`src/rtl/lsfg_pkg.sv`:
```
// Shared constants and mode codes for the LED strip frame generator.
package lsfg_pkg;

  // Default number of LEDs on the strip.
  localparam int unsigned DefLedCount = 8;

  // Input mode codes.
  localparam logic [1:0] ModeWrite = 2'd0;
  localparam logic [1:0] ModeShow  = 2'd1;
  localparam logic [1:0] ModeLevel = 2'd2;

  // Fixed bytes of the frame and LED word.
  localparam logic [2:0] HeaderBits = 3'b111;
  localparam logic [7:0] StartByte  = 8'h00;
  localparam logic [7:0] EndByte    = 8'hFF;
  localparam logic [7:0] FullColor  = 8'hFF;
  localparam logic [4:0] FullBright = 5'h1F;
  localparam int unsigned FullScale = 255;

  // Number of start bytes ahead of the LED words.
  localparam int unsigned StartLen = 4;

  // Build one LED word: header with brightness, then blue, green and red.
  function automatic logic [31:0] pack_word(logic [4:0] bright, logic [7:0] r,
                                            logic [7:0] g, logic [7:0] b);
    return {HeaderBits, bright, b, g, r};
  endfunction

endpackage

```
`src/rtl/led_strip_frame_generator.sv`:
```
// Top level: LED word store, bar level sweep and frame byte sequencer.
// A show transaction moves from acceptance into the start state, which then registers the first
// byte on the output; a level transaction first sweeps the store, one LED per cycle through a
// shared add-and-compare unit, then emits the frame. The frame is 4 + 4*LED_COUNT +
// (LED_COUNT+1)/2 bytes (40 at 8 LEDs), one byte per cycle when the sink is ready; the input
// stays not ready through the sweep and until the last byte of the frame is registered, so the
// block takes no new transaction while a sweep or a frame is in progress.
// Reset: every LED word returns to header 0xE0 with zero brightness and colors.
module led_strip_frame_generator
  import lsfg_pkg::*;
#(
  parameter int unsigned LED_COUNT = DefLedCount
) (
  input  logic        clk_i,
  input  logic        rst_ni,
  input  logic        s_axis_tvalid,
  output logic        s_axis_tready,
  // led_addr[7:0], brightness[12:8], red[20:13], green[28:21], blue[36:29],
  // level_sample[44:37], zero fill[47:45]
  input  logic [47:0] s_axis_tdata,
  // mode[1:0]
  input  logic [1:0]  s_axis_tuser,
  output logic        m_axis_tvalid,
  input  logic        m_axis_tready,
  // serial_byte[7:0]
  output logic [7:0]  m_axis_tdata,
  // frame_end
  output logic        m_axis_tlast
);

  localparam int unsigned IdxW    = (LED_COUNT > 1) ? $clog2(LED_COUNT) : 1;
  localparam int unsigned ProdW   = 8 + $clog2(LED_COUNT + 1);
  localparam int unsigned TailLen = (LED_COUNT + 1) / 2;
  localparam int unsigned CntW    = 3;

  typedef enum logic [2:0] {
    S_IDLE,
    S_LEVEL,
    S_START,
    S_LEDS,
    S_TAIL
  } state_e;

  // Unpacked input fields.
  logic [7:0] led_addr;
  logic [4:0] brightness;
  logic [7:0] red, green, blue, level_sample;
  logic [1:0] mode;

  assign led_addr     = s_axis_tdata[7:0];
  assign brightness   = s_axis_tdata[12:8];
  assign red          = s_axis_tdata[20:13];
  assign green        = s_axis_tdata[28:21];
  assign blue         = s_axis_tdata[36:29];
  assign level_sample = s_axis_tdata[44:37];
  assign mode         = s_axis_tuser;

  state_e             state_q;
  logic [IdxW-1:0]    led_q;
  logic [CntW-1:0]    cnt_q;
  logic [ProdW-1:0]   prod_q;
  logic [ProdW-1:0]   acc_q;
  logic [31:0]        led_words_q [LED_COUNT];
  logic               out_valid_q;
  logic               out_last_q;
  logic [7:0]         out_byte_q;

  logic               in_fire;
  logic               out_adv;
  logic               write_hit;
  logic               lit;
  logic [31:0]        cur_word;
  logic [7:0]         led_byte;

  assign s_axis_tready = (state_q == S_IDLE);
  assign in_fire       = s_axis_tvalid && s_axis_tready;
  assign out_adv       = !out_valid_q || m_axis_tready;
  assign write_hit     = (mode == ModeWrite) && (led_addr < 8'(LED_COUNT));

  // Shared compare: LED i is lit when sample*N >= 255*(i+1).
  assign lit = (prod_q >= acc_q);

  // Byte of the current LED word, most significant byte first.
  assign cur_word = led_words_q[led_q];
  always_comb begin
    case (cnt_q[1:0])
      2'd0:    led_byte = cur_word[31:24];
      2'd1:    led_byte = cur_word[23:16];
      2'd2:    led_byte = cur_word[15:8];
      default: led_byte = cur_word[7:0];
    endcase
  end

  // LED word store, written by single writes and by the level sweep.
  always_ff @(posedge clk_i or negedge rst_ni) begin
    if (!rst_ni) begin
      for (int i = 0; i < LED_COUNT; i++) begin
        led_words_q[i] <= pack_word(5'd0, 8'd0, 8'd0, 8'd0);
      end
    end else if (in_fire && write_hit) begin
      led_words_q[led_addr[IdxW-1:0]] <= pack_word(brightness, red, green, blue);
    end else if (state_q == S_LEVEL) begin
      led_words_q[led_q] <= lit ? pack_word(FullBright, FullColor, 8'd0, 8'd0)
                                : pack_word(5'd0, 8'd0, 8'd0, 8'd0);
    end
  end

  // Sequencer and output register.
  always_ff @(posedge clk_i or negedge rst_ni) begin
    if (!rst_ni) begin
      state_q     <= S_IDLE;
      led_q       <= '0;
      cnt_q       <= '0;
      prod_q      <= '0;
      acc_q       <= '0;
      out_valid_q <= 1'b0;
      out_last_q  <= 1'b0;
      out_byte_q  <= '0;
    end else begin
      unique case (state_q)
        S_IDLE: begin
          if (out_adv) begin
            out_valid_q <= 1'b0;
          end
          if (in_fire) begin
            led_q  <= '0;
            cnt_q  <= '0;
            prod_q <= ProdW'(level_sample) * ProdW'(LED_COUNT);
            acc_q  <= ProdW'(FullScale);
            if (mode == ModeShow) begin
              state_q <= S_START;
            end else if (mode == ModeLevel) begin
              state_q <= S_LEVEL;
            end
          end
        end
        S_LEVEL: begin
          if (out_adv) begin
            out_valid_q <= 1'b0;
          end
          acc_q <= acc_q + ProdW'(FullScale);
          if (led_q == IdxW'(LED_COUNT - 1)) begin
            led_q   <= '0;
            state_q <= S_START;
          end else begin
            led_q <= led_q + 1'b1;
          end
        end
        S_START: begin
          if (out_adv) begin
            out_valid_q <= 1'b1;
            out_last_q  <= 1'b0;
            out_byte_q  <= StartByte;
            if (cnt_q == CntW'(StartLen - 1)) begin
              cnt_q   <= '0;
              state_q <= S_LEDS;
            end else begin
              cnt_q <= cnt_q + 1'b1;
            end
          end
        end
        S_LEDS: begin
          if (out_adv) begin
            out_valid_q <= 1'b1;
            out_last_q  <= 1'b0;
            out_byte_q  <= led_byte;
            if (cnt_q[1:0] == 2'd3) begin
              cnt_q <= '0;
              if (led_q == IdxW'(LED_COUNT - 1)) begin
                led_q   <= '0;
                state_q <= S_TAIL;
              end else begin
                led_q <= led_q + 1'b1;
              end
            end else begin
              cnt_q <= cnt_q + 1'b1;
            end
          end
        end
        S_TAIL: begin
          if (out_adv) begin
            out_valid_q <= 1'b1;
            out_byte_q  <= EndByte;
            if (cnt_q == CntW'(TailLen - 1)) begin
              out_last_q <= 1'b1;
              cnt_q      <= '0;
              state_q    <= S_IDLE;
            end else begin
              out_last_q <= 1'b0;
              cnt_q      <= cnt_q + 1'b1;
            end
          end
        end
        default: state_q <= S_IDLE;
      endcase
    end
  end

  assign m_axis_tvalid = out_valid_q;
  assign m_axis_tdata  = out_byte_q;
  assign m_axis_tlast  = out_last_q;

  // The frame always closes on an end byte.
  a_last_is_end: assert property (@(posedge clk_i) disable iff (!rst_ni)
    (m_axis_tvalid && m_axis_tlast) |-> (m_axis_tdata == EndByte))
    else $error("frame end flagged on a byte other than the end byte");

  // The sweep accumulator tracks 255 times the next LED number.
  a_acc_track: assert property (@(posedge clk_i) disable iff (!rst_ni)
    (state_q == S_LEVEL) |->
      (acc_q == ProdW'(FullScale) * (ProdW'(led_q) + ProdW'(1))))
    else $error("level sweep accumulator out of step with LED counter");

  // The LED counter never points past the strip.
  a_led_range: assert property (@(posedge clk_i) disable iff (!rst_ni)
    (state_q == S_LEVEL || state_q == S_LEDS) |-> (led_q <= IdxW'(LED_COUNT - 1)))
    else $error("LED counter beyond the strip length");

endmodule
```
`config.mk`:
```
export PLATFORM = sky130hd
export DESIGN_NAME = led_strip_frame_generator
export DESIGN_NICKNAME = d
export VERILOG_FILES = /design/src/rtl/lsfg_pkg.sv /design/src/rtl/led_strip_frame_generator.sv
export SDC_FILE = /design/constraint.sdc
export NUM_CORES = 1
export LEC_CHECK = 0
export ABC_CLOCK_PERIOD_IN_PS = 1950
export BUFFER_PORTS_ARGS = -buffer_cell sky130_fd_sc_hd__buf_2
export CORE_ASPECT_RATIO = 1.75
export CORE_UTILIZATION = 35
export CTS_BUF_LIST = sky130_fd_sc_hd__clkbuf_8
export CTS_CLUSTER_SIZE = 16
export DETAILED_ROUTE_END_ITERATION = 8
export GPL_TIMING_DRIVEN = 0
export REMOVE_ABC_BUFFERS = 1
export SKIP_LAST_GASP = 1
export SLEW_MARGIN = 10
export SYNTH_ARGS = -nofsm -noshare
export SYNTH_HDL_FRONTEND = slang
export SYNTH_SLANG_ARGS = --single-unit
```
`constraint.sdc`:
```
create_clock -name clk_i -period 1.95 [get_ports clk_i]
set_input_delay 0.4875 -clock clk_i [delete_from_list [all_inputs] [get_ports clk_i]]
set_output_delay 0.4875 -clock clk_i [all_outputs]
set_load 0.1 [all_outputs]
```
==> results.md <==
* Die ar. at between 30000 and 40000 µm²
* Slowest CP cell: or4b_4
* Syn Inst Count at 1170
* Area grow syn2layout at 32.9%
* Pwr/cell area at 1240 nW/µm²
* Final slew viol count at 0
* Psw at 0.00869 W
* # DRC at 0
* DR iter-0 viols at around 1000
* Top cell type's share of synthesized area at between 50% and 60%
* R2r startpoint: state_q[1]
* Fraction of registers with async set/reset at 100%
* Crit-path cells: or4b_4 > buf_4 > nor3_4 > nor2_1 > o211ai_1 > buf_4 > buf_6 > bufbuf_16 > a22o_1
* Cell Count, Final, Fillers Out at around 1800
* FF-to-FF End: led_words_q[208]
* # rows at 94
* Worst slew pin tran at 850 ps
* Reg2reg setup slack at -610 ps
* Tcrit/Tclk final at 131%
* Crit Path Class: flop to flop
* Peak-usage layer in the global routing report: met2
* Vias per cell at roughly 6
* Critical Path End Type: flop
* Drt wl/cell at around 27 µm
* Global placement routability congestion at between 0.8 and 0.9
* Switch share at 38.9%
* Worst path most repeated cell: buf_4
* CP delay by family, top: simple AND/OR/NAND/NOR gates
* Layout cells sized above 1 at roughly two fifths
* Nets at roughly 1400
* Cells after DPL at ~1600
* Total CTS buffers at approximately 40
* Core Footprint at 37800 µm²
* Clock transition at path regs at roughly 70 ps
* Post-synth EDFFs at 0
* Global-route wire length before repair at ~71000 µm
* Worst path required time at between 2000 and 2500 ps
* Clk Latency, worst-skew pair at just under 600 ps
* Seq/Total Area, Yosys at about half
* Number of cells on the worst reg-to-reg path at 9
* Tmin final at 2560 ps
* CP bufs+invs at 4
* Yosys warning total at 0
* Cell with the most instances after synthesis: dfrtp_1
* Setup Slack @ Placement at -1860 ps
* Post-Syn Area per Cell at ~12 µm²
* Total Wirelength at 48800 µm
* H-tree levels at 2
* Height of the die at between 200 and 300 µm
* Post-route antenna net violation count at 0
* CTS tree: yes
* Startpoint types: flop
* Ranking of synthesized cells by area: dfrtp_1, a22o_1, mux4_2, nand2_1, a221o_1
* Met2 Use GR at 40.9%
* GRT met3 Usage at between 4 and 5%
* Combinational power share at 43.2%
* Maximum VDD drop at 0.000561 V
* GRT Util Overall at between 20 and 25%
* Sequential share of power at ~36%
* Internal power at between 0.01 and 0.015 W
* Setup TNS at -119550 ps
* Vias in the first global route at roughly 12000
* Post-DP HPWL at 26900 µm
* Clock Power Share at 21.2%
* First-pass detailed-route iteration total at 6
* Synth Register Bits at between 200 and 300
* Post-synth top cells: dfrtp_1, nand2_1, a22o_1, nand3_1, mux4_2
* Distinct cells, synth at a little over 60
* Failing checks: negative hold slack, negative setup slack
* Leakage at 8.08 nW
* CTS Sinks at about 280
* RSZ-0062 raised after global routing: yes
* Power after layout at 0.0223 W
* Fmax at between 300 and 400 MHz
* Ys flop type: dfrtp_1
* Routing usage on met1 at 27.3%
* Initial Util at a little over a third
* Max-cap violations at 0
* Die X-Extent at roughly 150 µm
* Yosys top cell by area: dfrtp_1
* IO Port Bufs at 61
* Hold Path Class: input pin to async pin
* Ports at 65
* Final hold viol count at 80
* Antenna violations before repair at 5
* Worst path max stage delay at between 600 and 700 ps
* Status: complete, but fails checks
* Remaining global-route overflow at 0
* Root Driver: clkbuf_8
* Post-Syn Area at 13500 µm²
* Setup violations, final at approximately 250
* Final setup margin at -609 ps
* Skew final at 22.5 ps
* Crit path DAT at ~3000 ps
* Via Count at between 10000 and 15000
* Largest net degree at the start of global routing at around 110
* Hold WS at -78.6 ps
* Maximum root-to-sink buffer count at 3
* CP Max Fanout at 5
* Max-slew headroom at between 40% and 50%
-- worst max-delay path by stage --
stage / from / to / slack [ps] / depth (start not counted)
floorplan: state_q[2] / led_words_q[72] / -3530 / 4
global placement: state_q[2] / led_words_q[80] / -9660 / 4
detailed placement: state_q[2] / led_words_q[160] / -1860 / 7
CTS: state_q[1] / led_words_q[56] / -590 / 7
global route: state_q[1] / led_words_q[200] / -670 / 9
finish: state_q[1] / led_words_q[208] / -610 / 9
-- cells in the final DEF (no fill, tap or decap), drive strengths merged, types with 10 or more instances in the layout --
| master | instances |
|---|---|
| dfrtp | 271 |
| o211ai | 11 |
| nand2 | 182 |
| a21oi | 20 |
| clkbuf | 57 |
| mux2i | 19 |
| nor3 | 11 |
| ha | 17 |
| mux4 | 46 |
| inv | 32 |
| xnor2 | 11 |
| a22o | 130 |
| o22ai | 15 |
| nor2 | 23 |
| mux2 | 11 |
| buf | 223 |
| a211oi | 12 |
| o21ai | 19 |
| nor4 | 10 |
| a221o | 40 |
| nand2b | 16 |
| nand3 | 76 |
-- area by class of cell --
cell class	count	area, µm²
fillers	3224	19800
clock buffers	48	661
flip-flops and latches	279	7010
clock inverters	22	121
inverters	17	63.8
repair buffers	237	2610
diodes	3	7.51
multi-input cells	754	6870
well taps	480	601
-- cell families (layout without fill, tap and decap cells) --
group / after synthesis / count (layout) / synth area share, %
other cells: 0 / 3 / 0
compound gates: 282 / 284 / 17.4
buf+inv: 140 / 324 / 5.28
mux: 76 / 76 / 10.0
simple gates: 365 / 366 / 13.3
xor+xnor: 11 / 11 / 0.714
flops: 279 / 279 / 51.8
fa+ha+maj: 17 / 17 / 1.58
-- flip-flops by register name (all words and copies together), names as in the netlist --
register,cells
cnt_q,3
m_axis_tdata,8
prod_q,8
led_q,3
m_axis_tvalid,1
state_q,3
acc_q,12
m_axis_tlast,1
led_words_q,240
-- per-layer routing --
metal	routed length, µm	up-vias	share of wire, %
li1	-	4682	-
met1	16800	5773	34
met2	24000	631	49
met3	3680	257	7.5
met4	4330	4	8.9
met5	22	-	0.045
-- what timing repair did --
item                                    4_1_cts  5_1_grt
cloned                                       12        6
endpoints found under the setup margin      276      272
gates resized for setup                     152      213
pin swaps                                    51       68
endpoints found under the hold margin        86       10
setup buffers                                82       43
-- power by group through the flow --
stage / logic (W) / clock network, W / registers, W
3_5_place_dp: 0.00617 / 0 / 0.00819
2_1_floorplan: 0.00364 / 0 / 0.00852
6_report: 0.00964 / 0.00474 / 0.00796
5_1_grt: 0.0102 / 0.00505 / 0.00807
3_3_place_gp: 0.00526 / 0 / 0.00817
4_1_cts: 0.00827 / 0.00481 / 0.00775
-- stage by stage --
| step | cell area (µm²) | utilization [%] |
|---|---|---|
| 2_1_floorplan | 12900 | - |
| 5_1_grt | 17900 | 47.5 |
| 3_5_place_dp | 14300 | 37.9 |
| 3_3_place_gp | 13800 | 36.4 |
| 6_report | 17900 | 47.5 |
| 4_1_cts | 16700 | 44.2 |
(Power assumes the default switching activity.)
